`config.mk`:
```
export PLATFORM = sky130hd
export DESIGN_NAME = nfb_pixel_unit
export DESIGN_NICKNAME = d
export VERILOG_FILES = /design/src/rtl/nfb_pkg.sv /design/src/rtl/nfb_pixel_unit.sv
export SDC_FILE = /design/constraint.sdc
export NUM_CORES = 1
export LEC_CHECK = 0
export ABC_AREA = 1
export BUFFER_PORTS_ARGS = -buffer_cell sky130_fd_sc_hd__buf_2
export CAP_MARGIN = 20
export CORE_UTILIZATION = 50
export DETAILED_ROUTE_END_ITERATION = 8
export PLACE_DENSITY_LB_ADDON = 0.25
export SYNTH_ARGS = -nofsm -noshare
export SYNTH_HDL_FRONTEND = slang
export SYNTH_SLANG_ARGS = --single-unit
```
`constraint.sdc`:
```
create_clock -name clk -period 1.4 [get_ports clk]
set_clock_uncertainty 0.2 [all_clocks]
set_input_delay 0.28 -clock clk [delete_from_list [all_inputs] [get_ports clk]]
set_output_delay 0.28 -clock clk [all_outputs]
set_load 0.05 [all_outputs]
```
`src/rtl/nfb_pkg.sv`:
```
// Shared types and command codes for the nibble framebuffer draw engine.
`timescale 1ns / 1ps

package nfb_pkg;

	typedef enum logic [2:0] {
		CMD_PIXEL  = 3'd0,
		CMD_HLINE  = 3'd1,
		CMD_VLINE  = 3'd2,
		CMD_RECT   = 3'd3,
		CMD_FILL   = 3'd4,
		CMD_CIRCLE = 3'd5,
		CMD_READ   = 3'd6
	} cmd_t;

	typedef struct packed {
		logic              valid;
		logic              rd;
		logic [7:0]        bx;
		logic [7:0]        by;
		logic signed [8:0] ox;
		logic signed [8:0] oy;
		logic [3:0]        shade;
	} pt_t;

	typedef struct packed {
		logic       wr;
		logic       rd;
		logic       lo;
		logic       in_range;
		logic [3:0] shade;
	} mem_ctl_t;

	typedef struct packed {
		logic       valid;
		logic       lo;
		logic       in_range;
		logic [7:0] data;
	} rsp_t;

endpackage

```
`src/rtl/nfb_pixel_unit.sv`:
```
// Shared pixel unit: coordinate add, clipping and byte address generation over two stages.
`timescale 1ns / 1ps

module nfb_pixel_unit #(
	parameter int FRAME_WIDTH  = 256,
	parameter int FRAME_HEIGHT = 64,
	parameter int PIX_W        = 14,
	parameter int ADDR_W       = 13
) (
	input  logic                   clk,
	input  logic                   arst_n,
	input  nfb_pkg::pt_t           pt,
	output nfb_pkg::mem_ctl_t      ctl,
	output logic [ADDR_W-1:0]      addr
);

	logic               valid_s1, rd_s1;
	logic [3:0]         shade_s1;
	logic signed [9:0]  x_s1, y_s1;
	logic               x_in, y_in, in_frame;
	logic [16:0]        prod;
	logic [PIX_W-1:0]   pix;

	nfb_pkg::mem_ctl_t  ctl_s2;
	logic [ADDR_W-1:0]  addr_s2;

	always_ff @(posedge clk or negedge arst_n) begin
		if (!arst_n) begin
			valid_s1 <= 1'b0;
		end else begin
			valid_s1 <= pt.valid;
		end
	end

	always_ff @(posedge clk) begin
		rd_s1    <= pt.rd;
		shade_s1 <= pt.shade;
		x_s1     <= signed'({2'b00, pt.bx}) + {pt.ox[8], pt.ox};
		y_s1     <= signed'({2'b00, pt.by}) + {pt.oy[8], pt.oy};
	end

	assign x_in     = !x_s1[9] && (x_s1[8:0] < 9'(FRAME_WIDTH));
	assign y_in     = !y_s1[9] && (y_s1[8:0] < 9'(FRAME_HEIGHT));
	assign in_frame = x_in && y_in;
	assign prod     = 17'(y_s1[7:0]) * 17'(FRAME_WIDTH) + 17'(x_s1[7:0]);
	assign pix      = PIX_W'(prod);

	always_ff @(posedge clk or negedge arst_n) begin
		if (!arst_n) begin
			ctl_s2  <= '0;
			addr_s2 <= '0;
		end else begin
			ctl_s2.wr       <= valid_s1 && !rd_s1 && in_frame;
			ctl_s2.rd       <= valid_s1 && rd_s1;
			ctl_s2.lo       <= pix[0];
			ctl_s2.in_range <= in_frame;
			ctl_s2.shade    <= shade_s1;
			addr_s2         <= ADDR_W'(pix >> 1);
		end
	end

	assign ctl  = ctl_s2;
	assign addr = addr_s2;

endmodule

```
After elaboration in Yosys (flattened, before gate mapping)
Cells that the tools add are included.
- word-level logic and storage cells: 25
- output and inout port bits: 21
- register bits after elaboration: 47
- input port bits: 42
- $lt $le $gt $ge: 2
- reduce and logical (&&, ||, !) cells: 9
- add/subtract/negate cells: 3
- operators with widths (kind ; count):
    $add 9x9->10 ; 2
    $add 14x8->14 ; 1
    $lt 9x7->1 const B ; 1
    $lt 9x9->1 const B ; 1
    $logic_and 1x1->1 ; 6
    $logic_not 1->1 ; 3

Logic depth before layout (Yosys ltp)
Gate-level depths: netlist of the first run.
- word-level depth: 4
- depth in mapped cells: 9
- gate-level depth less buffers: 9

Worst setup path after synthesis of the first run
Ideal clock, no wire load.
- path type: input port to flip-flop
- from: input port pt[13] (netlist name)
- to: register x_s1[6]
- library setup time: 112 ps
- data required time: 1088 ps
- stages: 8
- data arrival time: 1282 ps
- setup slack: -194 ps
- path buffers: 0
- cell sequence: ha_1 -> inv_1 -> fa_1 -> nand3b_1 -> nand2_1 -> nand2_1 -> nand3_1 -> nand2_1
- cells in the longest elaborated chain, start to end: 1
- RTL lines (what ; RTL line ; source):
    start: declaration ; nfb_pixel_unit.sv:12 ; input nfb_pkg::pt_t pt,
    $add 9x9->10 ; nfb_pixel_unit.sv:38 ; x_s1 <= signed'({2'b00, pt.bx}) + {pt.ox[8], pt.ox};
    end signal: assignment ; nfb_pixel_unit.sv:38 ;
    end: declaration ; nfb_pixel_unit.sv:19 ; logic signed [9:0] x_s1, y_s1;
Every way passes these cells.

Worst setup path in the final report of the first run
- from: input port pt[22] (netlist name)
- to: register y_s1[6]
- cells in the longest elaborated chain, start to end: 1
- RTL lines (what ; RTL line ; source):
    $add 9x9->10 ; nfb_pixel_unit.sv:39 ; y_s1 <= signed'({2'b00, pt.by}) + {pt.oy[8], pt.oy};
    end signal: assignment ; nfb_pixel_unit.sv:39 ;
    end: declaration ; nfb_pixel_unit.sv:19 ;
Every way passes these cells.

==> impl_metrics.yaml, run 1 <==
worst_setup_path:
  end_kind: "flop"
  startpoint: "pt[22]"
  required_ns: 1.40
  worstSetupPathType: "primary input to flop"
  critPathMaxFanout: 3
  rrSetupSlack_ns: 0.35
  reg2reg_to: "ctl[7]$_DFF_PN0_"
  r2r-start: "x_s1[9]$_DFF_P_"
  reg2reg_depth: 3
  cp-start-kind: "primary input"
  cp.arrival_ns: 1.40
global_route:
  grt.total_usage: 0.1886
  top_usage_layer: "met2"
  grtUsageMet1: 0.2408
  grt_first_pass_wirelength_um: 5865
  use_met3: 0.05179
  grt_pass1_vias: 1402
  grt_max_degree: 23
  grt_overflow_total: 0
  antenna_found_initial: 0
  met2_usage: 0.3013
min_path:
  worstHoldEndpoint: "x_s1[8]$_DFF_P_"
  min_path_type: "primary input to flop"
  min_from: "pt[21]"
  min_path_cells: 3
placed_design:
  dpl.hpwl_um: 2547
  io_buffers: 62
  post-place-cells: 332
  postPlaceCellArea_um2: 2469
  dp_slack_ns: -0.3030
  gp_routability_congestion: 0.8121
run_status:
  outcome: "complete, no violations"
job:
  timing.max_cap.violations: 0
synthesis:
  syn_area_um2: 1941
  synth-edff-count: 0
  yosysTopAreaCell: "dfrtp_1"
  synth-seq-area-share: 0.5416
  ys_ff_latch: 47
  syn_nets: 265
  syn_inst: 205
  netlist.area_leader.share: 0.2837
  synth.distinct_cells: 19
  yosys_most_used_dff: "dfxtp_1"
  synthArstFlopShare: 0.4681
  synth_most_common_cell: "nand2_1"
  synthTopCellsByArea: "dfrtp_1, dfxtp_1, nand2_1"
  ys_warn_count: 0
  synthTopCellsByCount: "nand2_1, inv_1, dfxtp_1"
  synth_area_per_cell_um2: 9.466
timing:
  fin_ws_ns: 0.003752
  finalSetupTns_ns: 0
  setup_viol: 0
  finalCritPeriodShare: 0.9973
  fmax_mhz: 716.2
  worst_pin_slew_ns: 0.4705
  slew_headroom: 0.6864
  hold_violations: 0
  drv_slew: 0
  rsz0062_at_grt: "true"
  hold_slack_ns: 0.03823
  period_needed_ns: 1.396
pwr:
  p_leak_nw: 1.520
  power_switching_share: 0.3076
  peakVddDrop_uv: 598.9
  power.share.clock: 0.281
  p_comb_frac: 0.267
  seq_power_share: 0.452
  powerDensity_nw_per_um2: 1260
  p_switching_mw: 1.070
  internal_power_mw: 2.409
finish:
  synthToLayoutAreaGrowth_pct: 42.30
  fin_cells: 352
  antenna_cells: 0
  drive_gt1_frac: 0.3914
  fin_nets: 363
  stdcell_area_um2: 2761
clock_network:
  clk_path_buf_depth: 2
  clkSlewWorstSetupHoldPaths_ns: 0.09
  tritoncts: "built"
  clkSinkCount: 47
  clockRootBuffer: "clkbuf_8"
  numCtsBuffers: 5
  clk_latency_ns: 0.30
  cts_max_level: 2
die:
  die_area_um2: 4134
  io_pins: 63
  core_region_area_um2: 3689
  rows: 22
  die_y_um: 64.30
  start_util: 0.5261
  die_w_um: 64.30
route:
  dr.pass1.iters: 5
  ant_nets: 0
  wl_per_cell_um: 10.04
  via_per_inst: 4.361
  vias: 1535
  drtIter0Drc: 38
  wl_um: 3533
  drc: 0
==> through the flow <==
step / util / power [mW]
after floorplan: - / 2.177
after global placement: 0.6693 / 2.442
after detailed placement: 0.6693 / 2.463
after CTS: 0.7222 / 3.460
after global routing: 0.7486 / 3.654
final: 0.7486 / 3.479
==> how the worst max path moves through the flow <==
stage,to,slack [ns],cells after the start
after global routing,y_s1[8]$_DFF_P_,-0.04,10
after CTS,y_s1[6]$_DFF_P_,0.006,9
after global placement,y_s1[8]$_DFF_P_,-0.27,9
after detailed placement,y_s1[6]$_DFF_P_,-0.30,9
final,y_s1[6]$_DFF_P_,0.004,9
after floorplan,x_s1[8]$_DFF_P_,-0.11,8
==> flip-flops by register name (all words and copies together) (netlist names) <==
name,flops
valid_s1,1
y_s1,10
addr,13
ctl,8
rd_s1,1
x_s1,10
shade_s1,4
==> layout by cell type (no fill, tap or decap), drive strengths merged <==
cell	n
a21oi	8
and3b	1
buf	78
bufinv	1
clkbuf	9
clkinvlp	1
dfrtp	22
dfxtp	25
dlygate4sd3	9
fa	2
ha	16
inv	36
nand2	64
nand3	10
nand3b	4
nor2	9
or2	3
xnor2	4
xor2	2
==> per-layer routing <==
layer / routed length (um) / up-vias / share of wire
li1: - / 819 / -
met1: 1591 / 669 / 0.45
met2: 1713 / 43 / 0.48
met3: 197 / 4 / 0.056
met4: 31 / 0 / 0.0088
met5: 0 / - / 0
==> critical path, cell delays in order <==
cell and delay (ns):
buf_6 0.07, ha_4 0.13, inv_2 0.03, fa_2 0.33, nand3b_1 0.20, nand2_2 0.14
nand2_2 0.09, nand3_2 0.07, nand2_1 0.04
==> power groups by stage <==
stage	clock network [mW]	registers (mW)	logic, mW
floorplan	0	1.88	0.296
global placement	0	1.60	0.847
detailed placement	0	1.61	0.857
CTS	1.00	1.58	0.882
global route	1.05	1.59	1.01
finish	0.977	1.57	0.928
==> final cells by class <==
| type | instances | area, um2 |
|---|---|---|
| Sequential cell | 47 | 1051 |
| Multi-Input combinational cell | 123 | 818.3 |
| Clock inverter | 3 | 46.29 |
| Inverter | 35 | 131.4 |
| Timing Repair Buffer | 91 | 585.6 |
| Tap cell | 48 | 60.06 |
| Fill cell | 253 | 927.1 |
| Clock buffer | 5 | 68.82 |
==> kinds of logic after synthesis <==
group,share of synthesized area
buffers and inverters,0.06770
and+or+nand+nor,0.2134
DFF,0.5416
xor gates and xnor gates,0.02708
AOI/OAI and AO/OA,0.02643
adders and majority gates,0.1238
==> timing repair <==
item | 4_1_cts | 5_1_grt
pin swaps | 0 | 9
setup buffers | 1 | 2
gates resized for setup | 1 | 18
endpoints found under the hold margin | 28 | 2
hold buffers | 7 | 2
setup endpoints to repair | 1 | 10
Note: power is estimated with default switching activity, not from simulation.
==> run 2: changes to the inputs <==
--- a/config.mk
+++ b/config.mk
@@ -6,11 +6,13 @@
 export NUM_CORES = 1
 export LEC_CHECK = 0
 export ABC_AREA = 1
-export BUFFER_PORTS_ARGS = -buffer_cell sky130_fd_sc_hd__buf_2
 export CAP_MARGIN = 20
-export CORE_UTILIZATION = 50
+export CORE_UTILIZATION = 57
+export CTS_BUF_LIST = sky130_fd_sc_hd__clkbuf_8
 export DETAILED_ROUTE_END_ITERATION = 8
+export DONT_BUFFER_PORTS = 1
 export PLACE_DENSITY_LB_ADDON = 0.25
+export SETUP_SLACK_MARGIN = 0.2
 export SYNTH_ARGS = -nofsm -noshare
 export SYNTH_HDL_FRONTEND = slang
 export SYNTH_SLANG_ARGS = --single-unit
==> impl_metrics.yaml, run 2 (synthesis results as in run 1) <==
clock_network:
  clk_path_buf_depth: 2
  clk_latency_ns: 0.29
  cts_hold_buf: 10
  clkSinkCount: 47
  cts_max_level: 2
  clockRootBuffer: "clkbuf_8"
  clkSlewWorstSetupHoldPaths_ns: 0.08
  numCtsBuffers: 5
  tritoncts: "built"
timing:
  worst_pin_slew_ns: 0.2624
  period_needed_ns: 1.317
  rsz0062_at_grt: "true"
  fmax_mhz: 759.1
  hold_violations: 22
  finalCritPeriodShare: 0.9410
  hold_slack_ns: -0.5313
  drv_slew: 0
  slew_headroom: 0.8256
  fin_ws_ns: 0.08261
  setup_viol: 0
worst_setup_path:
  cp-start-kind: "flop"
  cp.arrival_ns: 0.84
  reg2reg_to: "ctl[7]$_DFF_PN0_"
  worstSetupEndpoint: "addr[8]"
  r2r-start: "x_s1[9]$_DFF_P_"
  end_kind: "output port"
  crit_chain: "buf_6"
  timing.critical_path.buf_inv: 1
  reg2reg_depth: 3
  cp_slowest_cell: "dfrtp_1"
  startpoint: "addr[8]$_DFF_PN0_"
  required_ns: 0.92
  worstSetupPathType: "flop to output port"
  critPathMaxStageDelay_ns: 0.39
  path_depth: 1
  crit_family: "flip-flops"
  rrSetupSlack_ns: 0.31
  critPathMaxFanout: 1
die:
  core_region_area_um2: 3153
  die_area_um2: 3642
  die_y_um: 60.35
  rows: 20
  die_w_um: 60.35
  start_util: 0.6155
  io_pins: 63
finish:
  n_fill_cell: 225
  drive_gt1_frac: 0.3158
  largest_reg_flops: 13
  antenna_cells: 0
  fin_util: 0.7726
  fin_nets: 287
  mostFrequentLayoutCells: "nand2_1, inv_1, dfxtp_1, dfrtp_2"
  final_common_cell: "nand2_1"
  stdcell_area_um2: 2436
  synthToLayoutAreaGrowth_pct: 25.53
placed_design:
  gp_routability_congestion: 0.8456
  dpl.hpwl_um: 2668
  postPlaceCellArea_um2: 2176
  dp_slack_ns: -0.2192
  io_buffers: 0
global_route:
  grt.total_usage: 0.2185
  grt_max_degree: 23
  antenna_found_initial: 0
  grt_pass1_vias: 1275
  grt_first_pass_wirelength_um: 5540
  grt_overflow_total: 0
job:
  timing.max_cap.violations: 0
route:
  dr.pass1.iters: 4
  vias: 1324
  wl_per_cell_um: 12.97
  ant_nets: 0
  drc: 0
  drtIter0Drc: 87
  wl_um: 3528
  via_per_inst: 4.868
run_status:
  violations: "negative hold slack"
  outcome: "finished, violations left"
pwr:
  peakVddDrop_uv: 667.9
  powerDensity_nw_per_um2: 1285
  p_leak_nw: 1.169
min_path:
  min_path_type: "primary input to asynchronous set/reset pin"
## run 2: cell count changes in the layout (fill, tap and decap cells not counted), moves of 3 or more
cell	previous run	this run
buf_2	54	0
dfrtp_1	22	2
dfrtp_2	0	20
ha_4	2	12
clkbuf_4	4	0
ha_1	14	4
buf_6	4	1
buf_4	20	4
## run 2: layout make-up
type,instances,area [um2],share of cell area
multi-input cells,123,945.9,0.3883
inverters,35,131.4,0.05393
flip-flops and latches,47,1076,0.4417
repair buffers,15,141.4,0.05804
well taps,44,55.05,0.02260
clock inverters,3,17.52,0.007191
clock buffers,5,68.82,0.02825
## run 2: per-stage QoR
| step | instances | TNS, ns | hold slack, ns | power [mW] |
|---|---|---|---|---|
| floorplan | 205 | -0.4883 | -0.2156 | 2.212 |
| global placement | 252 | -0.8675 | -0.2152 | 2.294 |
| detailed placement | 252 | -1.112 | -0.2152 | 2.325 |
| CTS | 272 | 0 | -0.5349 | 3.147 |
| global route | 272 | 0 | -0.5536 | 3.298 |
| finish | 272 | 0 | -0.5313 | 3.130 |
## run 2: where the power goes
part | switching, mW | total [mW] | internal [mW]
Clock | 0.420 | 0.765 | 0.345
Sequential | 0.336 | 1.88 | 1.54
Combinational | 0.250 | 0.487 | 0.238
## run 2: worst min-delay path by stage
stage / startpoint / depth (start not counted) / endpoint / slack, ns
floorplan: arst_n / 0 / addr[0]$_DFF_PN0_ / -0.22
global placement: arst_n / 0 / addr[6]$_DFF_PN0_ / -0.22
detailed placement: arst_n / 0 / addr[6]$_DFF_PN0_ / -0.22
CTS: arst_n / 0 / addr[4]$_DFF_PN0_ / -0.53
global route: arst_n / 0 / addr[10]$_DFF_PN0_ / -0.55
finish: arst_n / 0 / ctl[6]$_DFF_PN0_ / -0.53
## run 2: layer usage
layer | up-vias | global-route usage | share of wire | routed length, um
met2 | 47 | 0.3673 | 0.52 | 1822
met5 | - | 0 | 0 | 0
met1 | 606 | 0.2316 | 0.39 | 1365
met3 | 6 | 0.09382 | 0.073 | 259
li1 | 665 | - | - | -
met4 | 0 | 0.1163 | 0.023 | 81
## run 2: repair_timing
item,in CTS,in global routing
endpoints found under the setup margin,26,27
pin swaps,7,4
buffers inserted,2,0
endpoints found under the hold margin,35,23
gates resized for setup,30,0
