File: config.mk
export PLATFORM = sky130hd
export DESIGN_NAME = nfb_sequencer
export DESIGN_NICKNAME = d
export VERILOG_FILES = /design/src/rtl/nfb_pkg.sv /design/src/rtl/nfb_sequencer.sv
export SDC_FILE = /design/constraint.sdc
export NUM_CORES = 1
export LEC_CHECK = 0
export BUFFER_PORTS_ARGS = -buffer_cell sky130_fd_sc_hd__buf_4
export CAP_MARGIN = 20
export CORE_MARGIN = 4
export CORE_UTILIZATION = 40
export CTS_CLUSTER_DIAMETER = 100
export DETAILED_ROUTE_END_ITERATION = 8
export MAX_ROUTING_LAYER = met4
export PLACE_DENSITY_LB_ADDON = 0.08
export SETUP_SLACK_MARGIN = 0.4
export SLEW_MARGIN = 20
export SYNTH_ARGS = -nofsm -noshare
export SYNTH_HDL_FRONTEND = slang
export SYNTH_SLANG_ARGS = --single-unit
File: constraint.sdc
create_clock -name clk -period 3.92 [get_ports clk]
set_input_delay 0.196 -clock clk [delete_from_list [all_inputs] [get_ports clk]]
set_output_delay 0.196 -clock clk [all_outputs]
set_load 0.05 [all_outputs]
File: src/rtl/nfb_pkg.sv
// Shared types and command codes for the nibble framebuffer draw engine.
`timescale 1ns / 1ps

package nfb_pkg;

	typedef enum logic [2:0] {
		CMD_PIXEL  = 3'd0,
		CMD_HLINE  = 3'd1,
		CMD_VLINE  = 3'd2,
		CMD_RECT   = 3'd3,
		CMD_FILL   = 3'd4,
		CMD_CIRCLE = 3'd5,
		CMD_READ   = 3'd6
	} cmd_t;

	typedef struct packed {
		logic              valid;
		logic              rd;
		logic [7:0]        bx;
		logic [7:0]        by;
		logic signed [8:0] ox;
		logic signed [8:0] oy;
		logic [3:0]        shade;
	} pt_t;

	typedef struct packed {
		logic       wr;
		logic       rd;
		logic       lo;
		logic       in_range;
		logic [3:0] shade;
	} mem_ctl_t;

	typedef struct packed {
		logic       valid;
		logic       lo;
		logic       in_range;
		logic [7:0] data;
	} rsp_t;

endpackage

File: src/rtl/nfb_sequencer.sv
// Command sequencer that steps through spans and circle octants, at most one point per cycle.
`timescale 1ns / 1ps

module nfb_sequencer (
	input  logic          clk,
	input  logic          arst_n,
	input  logic          start,
	input  logic [2:0]    cmd,
	input  logic [7:0]    x_start,
	input  logic [7:0]    y_start,
	input  logic [7:0]    x_end,
	input  logic [7:0]    y_end,
	input  logic [7:0]    radius,
	input  logic [3:0]    shade,
	output logic          busy,
	output nfb_pkg::pt_t  pt
);

	typedef enum logic [3:0] {
		ST_IDLE = 4'b0001,
		ST_ONE  = 4'b0010,
		ST_SPAN = 4'b0100,
		ST_CIRC = 4'b1000
	} state_t;

	typedef enum logic [2:0] {
		CP_INIT = 3'b001,
		CP_STEP = 3'b010,
		CP_EMIT = 3'b100
	} circ_ph_t;

	localparam logic [1:0] SEG_LEFT   = 2'd0;
	localparam logic [1:0] SEG_RIGHT  = 2'd1;
	localparam logic [1:0] SEG_TOP    = 2'd2;
	localparam logic [1:0] SEG_BOTTOM = 2'd3;

	state_t             state_q;
	circ_ph_t           cph_q;
	nfb_pkg::cmd_t      cmd_q;
	logic [7:0]         xs_q, ys_q, xe_q, ye_q, r_q;
	logic [3:0]         shade_q;
	logic [1:0]         seg_q;
	logic [7:0]         a_q, col_q;
	logic [2:0]         k_q;
	logic [7:0]         cxp_q, cyp_q;
	logic signed [11:0] f_q;

	logic               vert, v_empty, h_empty, seg_empty, seg_done, fill_more;
	logic [7:0]         span_end, fixed;
	logic [1:0]         last_seg, seg_nx;
	logic signed [11:0] x2, y2, f_nx;
	logic signed [8:0]  px, py, pr, oa, ob;

	assign busy = !state_q[0];

	assign vert      = !seg_q[1];
	assign v_empty   = ys_q > ye_q;
	assign h_empty   = xs_q > xe_q;
	assign span_end  = vert ? ye_q : xe_q;
	assign seg_empty = (cmd_q == nfb_pkg::CMD_FILL) ? (v_empty || h_empty)
	                                                 : (vert ? v_empty : h_empty);
	assign seg_done  = seg_empty || (a_q == span_end);
	assign fill_more = (cmd_q == nfb_pkg::CMD_FILL) && !h_empty && (col_q != xe_q);
	assign seg_nx    = seg_q + 2'd1;

	always_comb begin
		unique case (seg_q)
			SEG_LEFT:   fixed = (cmd_q == nfb_pkg::CMD_FILL) ? col_q : xs_q;
			SEG_RIGHT:  fixed = xe_q;
			SEG_TOP:    fixed = ys_q;
			SEG_BOTTOM: fixed = ye_q;
			default:    fixed = xs_q;
		endcase
	end

	always_comb begin
		unique case (cmd_q)
			nfb_pkg::CMD_HLINE: last_seg = SEG_TOP;
			nfb_pkg::CMD_VLINE: last_seg = SEG_LEFT;
			nfb_pkg::CMD_FILL:  last_seg = SEG_LEFT;
			default:            last_seg = SEG_BOTTOM;
		endcase
	end

	assign x2   = signed'({3'b000, cxp_q, 1'b0});
	assign y2   = signed'({3'b000, cyp_q, 1'b0});
	assign f_nx = f_q + x2 + 12'sd3 + (f_q[11] ? 12'sd0 : (12'sd2 - y2));

	assign px = signed'({1'b0, cxp_q});
	assign py = signed'({1'b0, cyp_q});
	assign pr = signed'({1'b0, r_q});
	assign oa = k_q[2] ? py : px;
	assign ob = k_q[2] ? px : py;

	always_ff @(posedge clk or negedge arst_n) begin
		if (!arst_n) begin
			state_q <= ST_IDLE;
			cph_q   <= CP_INIT;
			cmd_q   <= nfb_pkg::CMD_PIXEL;
			xs_q    <= '0;
			ys_q    <= '0;
			xe_q    <= '0;
			ye_q    <= '0;
			r_q     <= '0;
			shade_q <= '0;
			seg_q   <= SEG_LEFT;
			a_q     <= '0;
			col_q   <= '0;
			k_q     <= '0;
			cxp_q   <= '0;
			cyp_q   <= '0;
			f_q     <= '0;
		end else begin
			unique case (state_q)
				ST_IDLE: begin
					if (start) begin
						cmd_q   <= nfb_pkg::cmd_t'(cmd);
						xs_q    <= x_start;
						ys_q    <= y_start;
						xe_q    <= x_end;
						ye_q    <= y_end;
						r_q     <= radius;
						shade_q <= shade;
						seg_q   <= SEG_LEFT;
						a_q     <= y_start;
						col_q   <= x_start;
						k_q     <= '0;
						cph_q   <= CP_INIT;
						cxp_q   <= '0;
						cyp_q   <= radius;
						f_q     <= 12'sd1 - signed'({4'b0000, radius});
						unique case (cmd)
							nfb_pkg::CMD_PIXEL, nfb_pkg::CMD_READ: state_q <= ST_ONE;
							nfb_pkg::CMD_HLINE: begin
								seg_q   <= SEG_TOP;
								a_q     <= x_start;
								state_q <= ST_SPAN;
							end
							nfb_pkg::CMD_VLINE, nfb_pkg::CMD_RECT,
							nfb_pkg::CMD_FILL: state_q <= ST_SPAN;
							nfb_pkg::CMD_CIRCLE: state_q <= ST_CIRC;
							default: state_q <= ST_IDLE;
						endcase
					end
				end
				ST_ONE: state_q <= ST_IDLE;
				ST_SPAN: begin
					priority if (!seg_done) begin
						a_q <= a_q + 8'd1;
					end else if (fill_more) begin
						col_q <= col_q + 8'd1;
						a_q   <= ys_q;
					end else if (seg_q == last_seg) begin
						state_q <= ST_IDLE;
					end else begin
						seg_q <= seg_nx;
						a_q   <= seg_nx[1] ? xs_q : ys_q;
					end
				end
				ST_CIRC: begin
					unique case (cph_q)
						CP_INIT: begin
							k_q <= k_q + 3'd1;
							if (k_q[1:0] == 2'd3) begin
								k_q   <= '0;
								cph_q <= CP_STEP;
							end
						end
						CP_STEP: begin
							if (cxp_q < cyp_q) begin
								f_q   <= f_nx;
								cxp_q <= cxp_q + 8'd1;
								if (!f_q[11]) begin
									cyp_q <= cyp_q - 8'd1;
								end
								k_q   <= '0;
								cph_q <= CP_EMIT;
							end else begin
								state_q <= ST_IDLE;
							end
						end
						CP_EMIT: begin
							k_q <= k_q + 3'd1;
							if (k_q == 3'd7) begin
								cph_q <= CP_STEP;
							end
						end
						default: cph_q <= CP_INIT;
					endcase
				end
				default: state_q <= ST_IDLE;
			endcase
		end
	end

	always_comb begin
		pt       = '0;
		pt.shade = shade_q;
		pt.rd    = (cmd_q == nfb_pkg::CMD_READ);
		unique case (state_q)
			ST_ONE: begin
				pt.valid = 1'b1;
				pt.bx    = xs_q;
				pt.by    = ys_q;
			end
			ST_SPAN: begin
				pt.valid = !seg_empty;
				pt.bx    = vert ? fixed : a_q;
				pt.by    = vert ? a_q : fixed;
			end
			ST_CIRC: begin
				pt.bx = xs_q;
				pt.by = ys_q;
				unique case (cph_q)
					CP_INIT: begin
						pt.valid = 1'b1;
						pt.ox    = k_q[1] ? (k_q[0] ? -pr : pr) : 9'sd0;
						pt.oy    = k_q[1] ? 9'sd0 : (k_q[0] ? -pr : pr);
					end
					CP_EMIT: begin
						pt.valid = 1'b1;
						pt.ox    = k_q[0] ? -oa : oa;
						pt.oy    = k_q[1] ? -ob : ob;
					end
					default: pt.valid = 1'b0;
				endcase
			end
			default: pt.valid = 1'b0;
		endcase
	end

endmodule

After elaboration in Yosys (flattened, before gate mapping) --
Cells that the tools add are included.
Operators by class: $add $sub $neg 14, div/mod/pow operators 0, eq/ne operators 40, reductions and logical operators 25, multiplexer cells 70, shift-type cells 0, multipliers 0, magnitude comparators 3, bitwise logic cells 0
Operators with widths (count):
- $mux W8 | 22
- $pmux W8 S2 | 4
- $mux W12 | 4
- $mux W9 | 5
- $pmux W18 S2 | 1
- $pmux W16 S2 | 1
- $pmux W8 S4 | 1
- $neg A8 Y9 | 3
- $add A8 B1 Y8 const B | 3
- $mux W4 | 6
- $pmux W12 S2 | 1
- $pmux W4 S3 | 2
- $eq A3 B3 Y1 const B | 7
- $mux W3 | 7
- $mux W18 | 1
- $ne A2 B2 Y1 const B | 9
- $pmux W3 S3 | 2
- $gt A8 B8 Y1 | 2
- $reduce_and A5 Y1 | 3
- $add A12 B10 Y12 | 1
- $add A12 B12 Y12 | 1
- $add A12 B3 Y12 const B | 1
- $eq A3 B2 Y1 const B | 4
- $pmux W3 S2 | 2
- 36 further kinds | 59
Storage, ports and cells: flip-flop bits (word level) 103, logic and storage cells 168, output and inout port bits 41, memory bits (writable) 0, latch bits 0, input port bits 50, memory bits (read-only) 0, memories 0

Depth between registers and ports, before layout --
Gate-level depths: netlist of the first run.
depth in word-level cells 8, depth in mapped cells 15, depth with buffers taken out 15

Worst setup path before layout of the first run --
OpenSTA, ideal clock, no wires.
kind register to output, start point register seg_q[1], end point output port pt[32] (netlist name), data required time 3.724 ns, arrival time 3.110 ns, slack 0.614 ns, stages on the path, launching flop included 9, path through dfrtp_1 buf_6 inv_2 clkbuf_1 ha_1 clkbuf_1 mux2i_1 mux2i_1 o21ai_0
RTL lines:
- start, declared | RTL line nfb_sequencer.sv:42 | logic [1:0] seg_q;
- start signal, assigned | RTL line nfb_sequencer.sv:156 | seg_q <= seg_nx;
- end, declared | RTL line nfb_sequencer.sv:16 | output nfb_pkg::pt_t pt

==> results of run 1 <==
logic make-up after synthesis:
| logic type | after synthesis | share of synthesized area [%] |
|---|---|---|
| AO/OA/AOI/OAI | 258 | 18.8 |
| adder cells (fa/ha/maj) | 62 | 9.81 |
| XOR/XNOR | 66 | 6.80 |
| multiplexers | 72 | 8.53 |
| flip-flops | 103 | 30.4 |
| buffers and inverters | 111 | 5.43 |
| AND/OR/NAND/NOR | 385 | 20.3 |
path summary, 6_finish.rpt:
check                           start          to  slack [ns]  cells past startpoint
setup / recovery             seg_q[1]      pt[30]        0.67                      7
hold / removal               shade[0]  shade_q[0]        0.01                      3
setup reg to reg             cyp_q[5]     f_q[11]        0.71                     12
hold reg to reg            shade_q[2]  shade_q[2]        0.48                      2
max in group asynchronous      arst_n    cph_q[0]        2.61                      3
min in group asynchronous      arst_n     ys_q[7]        0.41                      2
area by class of cell:
type	instances	area, um^2	area share, %
Sequential cell	103	2580	26.4
Inverter	43	161	1.65
Timing Repair Buffer	114	858	8.79
Tap cell	275	344	3.53
Clock buffer	10	239	2.45
Clock inverter	6	100	1.03
Multi-Input combinational cell	843	5480	56.1
state kept, by name, indices dropped and copies added, names as in the netlist:
signal   flops
f_q         12
a_q          8
col_q        8
cxp_q        8
cyp_q        8
r_q          8
xe_q         8
xs_q         8
ye_q         8
ys_q         8
shade_q      4
state_q      4
cmd_q        3
cph_q        3
k_q          3
seg_q        2
routing by layer:
metal	track usage, %	vias to the layer above	part of all wire (%)
met4	4.63	0	1.1
met2	31.4	216	41
met3	4.19	18	6.4
li1	-	3806	-
met5	-	-	0
met1	34.6	3642	51
placed cells by master (no fill, tap or decap), drive strengths merged, types with 3 or more instances in the layout:
| master | count |
|---|---|
| xnor2 | 46 |
| xor2 | 20 |
| nand2 | 199 |
| nor3b | 5 |
| nand3 | 23 |
| nand4 | 10 |
| fa | 8 |
| a22oi | 12 |
| a31oi | 13 |
| mux2 | 3 |
| a222oi | 8 |
| ha | 53 |
| or2 | 3 |
| nor3 | 15 |
| dfrtp | 101 |
| or3 | 7 |
| inv | 45 |
| nor2 | 75 |
| o21a | 5 |
| o22a | 4 |
| o211ai | 6 |
| o31ai | 5 |
| buf | 113 |
| a32o | 3 |
| clkbuf | 10 |
| a21o | 7 |
| nor2b | 14 |
| nand2b | 9 |
| o22ai | 5 |
| or4 | 3 |
| a21oi | 65 |
| a211oi | 8 |
| o21ai | 103 |
| mux2i | 69 |
| and2 | 4 |
| nor4 | 7 |
| and3 | 7 |
stage by stage:
step | hold WS [ns] | power, W | cell area, um^2 | utilization [%]
final | 0.0144 | 0.00722 | 9760 | 46.6
after global routing | 0.0136 | 0.00782 | 9760 | 46.6
after CTS | 0.00182 | 0.00724 | 9750 | 46.5
after detailed placement | 0.283 | 0.00615 | 9400 | 44.9
after global placement | 0.282 | 0.00612 | 9400 | 44.9
after floorplan | -0.0996 | 0.00502 | 8500 | -
critical path, cell delays in order (launching register included):
cell	delay, ns
dfrtp_1	0.69
inv_2	0.30
ha_1	0.66
nor2b_1	0.13
a211oi_1	0.24
a21oi_1	0.05
o21ai_0	0.36
buf_4	0.28
power by group through the flow:
stage	clock network (W)	registers, W	logic [W]
after detailed placement	0	0.00221	0.00395
after floorplan	0	0.00191	0.00312
after global placement	0	0.00220	0.00392
after global routing	0.00112	0.00228	0.00442
after CTS	0.00108	0.00219	0.00397
final	0.00105	0.00221	0.00396
repair_timing:
| item | in CTS | in global routing |
|---|---|---|
| endpoints found under the hold margin | 49 | 0 |
| hold buffers | 1 | 0 |
| endpoints found under the setup margin | 0 | 2 |
| resized for setup | 0 | 2 |
==> metrics.cfg, run 1 <==
[clocking]
clock-sinks = 103
cts-root-buf = clkbuf_16
clkTransAtPathRegs_ns = 0.08
cts.path.max_buffers = 2
cts_tree = yes
htreeDepth = 3
numCtsBuffers = 9
post_cts.repair.setup_buffers = 0
insertion_delay_ns = 0.36

[logic_synthesis]
yosysSeqAreaShare_pct = 30.4
synth_area_leader_cell = dfrtp_1
netlist_top_cells_count = nand2_1, dfrtp_1, o21ai_0
synth-seq-cells = 103
synthesis.area_um2 = 8500
netlist_instances = 1057
syn_avg_cell_area_um2 = 8.04
synth_top_cell_area_share_pct = 29.7
synth_top_flop_cell = dfrtp_1
synth.most_common_cell = nand2_1
synth_nets = 1168
yosysUniqueCellTypes = 70
yosys-top-cells-area = dfrtp_1, nand2_1, mux2i_1
synth_edf_count = 0
synthArstFlopShare_pct = 100
yosys_warnings = 0

[worst_setup_path]
worstSetupEndpointType = output pin
crit_path_start_kind = flip-flop
critPathKind = reg2out
required_ns = 3.72
critPathArrivalTime_ns = 3.06
crit_fanout = 18

[layout]
layout.nets = 1225
fillers = 2148
areaGrowthSynthToFinish_pct = 14.9
n_antenna_cell = 0
drive_above_1_share_pct = 14.0
layout.cells.non_filler = 1394

[floorplan]
die_w_um = 154
row_count = 53
die-height_um = 154
die_area_um2 = 23600
core_region_area_um2 = 21000
top_level_ports = 91
start_util_pct = 40.5

[place]
gp_congestion = 0.886
dp.cells = 1377
dpl.hpwl_mm = 19.6
dp_slack_ns = 0.661
io_buffers = 90

[routing]
totalWireLength_mm = 26.0
drc = 0
ant_nets = 0
vias_per_cell = 5.51
first_iter_violations = 591
vias = 7682
wl_per_cell_um = 18.6
dr.pass1.iters = 6

[global_routing]
grt_pass1_vias = 7403
overflow = 0
grt_use_total_pct = 22.7
grt_pass1_wl_mm = 41.7
antenna_found_initial = 0
grt_start_max_net_pins = 75

[sta]
period_needed_ns = 3.25
max_freq_mhz = 307
fin_setup_tns_ns = 0
hold_viol_final = 0
clock_skew_ns = 0.0167
worst_pin_slew_ns = 0.978
fin_ws_ns = 0.666
slew_headroom_pct = 34.5
drv_slew = 0
finalSetupViolCount = 0
rsz0062_at_grt = no
fin_crit_sh_pct = 83.0

[power_and_ir_drop]
p_leak_nw = 4.37
p_switching_w = 0.00352
p_per_area_nw_per_um2 = 740
swShare_pct = 48.7
combPwrFrac_pct = 54.8
pwr-share-seq_pct = 30.6
p_int_w = 0.00371
clkPwrFrac_pct = 14.5
vdd_ir_drop_max_mv = 0.345

[flow_run]
max-cap-violations = 0

[hold_path]
hp-class = in2reg

[run_status]
status = complete, no violations

(Power assumes the default switching activity.)
==> inputs of run 2 (changes only) <==
==> constraint.sdc (replaced) <==
create_clock -name clk -period 3 [get_ports clk]
set_input_delay 0.15 -clock clk [delete_from_list [all_inputs] [get_ports clk]]
set_output_delay 0.15 -clock clk [all_outputs]
set_load 0.05 [all_outputs]
==> metrics.cfg, run 2 (synthesized netlist as in run 1, its figures left out) <==
[run_status]
status = complete, no violations

[clocking]
cts_tree = yes
numCtsBuffers = 9
htreeDepth = 3
cts.path.max_buffers = 2
clock-sinks = 103
insertion_delay_ns = 0.37
clkTransAtPathRegs_ns = 0.09
cts-root-buf = clkbuf_16

[global_routing]
busiest_layer = met1
grt_use_total_pct = 23.5
use_met1_pct = 36.2
grt_util_met3_pct = 3.77
grt_start_max_net_pins = 59
grt_use_met2_pct = 32.6
grt_pass1_wl_mm = 43.5
overflow = 0
antenna_found_initial = 0
grt_pass1_vias = 7698

[worst_setup_path]
required_ns = 3.29
reg2reg_depth = 14
slowest_delay_ns = 0.48
path_buf_inv = 1
critPathKind = reg2reg
worstSetupEndpointType = flip-flop
crit_fanout = 3
cp_top_family = adder cells
r2r_slack_ns = 0.05
crit_path_start_kind = flip-flop
path_cells = buf_6 > nor3_4 > nand2_2 > xnor2_2 > nor2_2 > fa_1 > ha_1 > or3_1 > o21ai_2 > a21oi_2 > a31oi_1 > xnor2_1 > nand2_1 > a22oi_2
timing.rr.end = f_q[11]
crit_path_top_delay_cell = fa_1
critPathArrivalTime_ns = 3.24
r2r-start = cyp_q[1]

[routing]
totalWireLength_mm = 28.1
vias_per_cell = 5.45
drc = 0
dr.pass1.iters = 6
wl_per_cell_um = 18.6
vias = 8241
ant_nets = 0
first_iter_violations = 587

[floorplan]
start_util_pct = 40.5
row_count = 53
core_region_area_um2 = 21000
die-height_um = 154
die_w_um = 154
die_area_um2 = 23600
top_level_ports = 91

[hold_path]
hp-class = in2reg
hold_start = y_start[1]
holdPathStages = 3
min_to = ys_q[1]

[sta]
rsz0062_at_grt = yes
max_freq_mhz = 339
worst_pin_slew_ns = 0.681
drv_slew = 0
hold_viol_final = 0
fin_crit_sh_pct = 98.2
period_needed_ns = 2.95
finalSetupViolCount = 0
slew_headroom_pct = 54.2
clock_skew_ns = 0.0126
fin_setup_tns_ns = 0

[flow_run]
max-cap-violations = 0

[power_and_ir_drop]
combPwrFrac_pct = 64.8
p_switching_w = 0.00535
p_per_area_nw_per_um2 = 968
p_int_w = 0.00591
vdd_ir_drop_max_mv = 0.489
pwr-share-seq_pct = 24.1
clkPwrFrac_pct = 11.1
p_leak_nw = 5.07
swShare_pct = 47.5

[layout]
fillers = 1979
seq_area_um2 = 2600
layout_common_cells = nand2_1, buf_4, dfrtp_1
multiInputGateArea_um2 = 6290
n_antenna_cell = 0
drive_above_1_share_pct = 31.4
areaGrowthSynthToFinish_pct = 37.0
layout.cells.non_filler = 1511
regMostFlops = f_q
layout_commonest_cell = nand2_1
largest_reg_flops = 12
layout.nets = 1342

[place]
dp.cells = 1420
gp_congestion = 0.929
io_buffers = 90
dpl.hpwl_mm = 20.5

run 2: worst max path at each step:
| stage | from | to | slack, ns | depth (start not counted) |
|---|---|---|---|---|
| 3_3_place_gp | cyp_q[2] | f_q[8] | 0.08 | 13 |
| 4_1_cts | cyp_q[2] | f_q[11] | 0.09 | 16 |
| 6_report | cyp_q[1] | f_q[11] | 0.05 | 14 |
| 2_1_floorplan | cyp_q[1] | f_q[10] | 0.13 | 13 |
| 3_5_place_dp | cyp_q[2] | f_q[11] | 0.07 | 13 |
| 5_1_grt | cyp_q[1] | f_q[11] | -0.14 | 14 |
run 2: final cells by class:
type                    instances  area share, %
flip-flops and latches        103           22.4
multi-input cells             843           54.0
repair buffers                231           16.7
clock inverters                 6          0.527
clock buffers                  10           2.05
well taps                     275           2.96
inverters                      43           1.41
run 2: tightest hold or removal path, cell delays in order:
cell and delay (ns):
buf_4 0.10, nand2_1 0.05, nand2_1 0.05
run 2: metrics by stage:
| stage | setup slack [ns] | hold WS (ns) | power (W) | area [um^2] | utilization (%) |
|---|---|---|---|---|---|
| after floorplan | 0.130 | -0.146 | 0.00680 | 8730 | - |
| after global placement | 0.0809 | 0.230 | 0.00853 | 9960 | 47.5 |
| after detailed placement | 0.0668 | 0.237 | 0.00854 | 9960 | 47.5 |
| after CTS | 0.0928 | 0.000365 | 0.0100 | 10700 | 51.1 |
| after global routing | -0.142 | 0.00616 | 0.0121 | 11600 | 55.6 |
| final | 0.0525 | 0.00827 | 0.0113 | 11600 | 55.6 |
run 2: power groups by stage:
stage | registers, W | clock network [W] | logic, W
3_5_place_dp | 0.00277 | 0 | 0.00577
4_1_cts | 0.00273 | 0.00128 | 0.00603
2_1_floorplan | 0.00250 | 0 | 0.00431
6_report | 0.00272 | 0.00125 | 0.00730
5_1_grt | 0.00280 | 0.00133 | 0.00798
3_3_place_gp | 0.00276 | 0 | 0.00576
run 2: layer usage:
metal  vias up  part of all wire (%)
li1       4053                     -
met1      3992                    50
met4         0                   1.2
met2       175                    44
met5         -                     0
met3        21                   5.4
run 2: timing repair:
item / in CTS / in global routing
hold buffers: 24 / 0
buffers inserted: 10 / 41
hold endpoints to repair: 68 / 0
pin swaps: 28 / 62
resized for setup: 40 / 145
setup endpoints to repair: 50 / 67
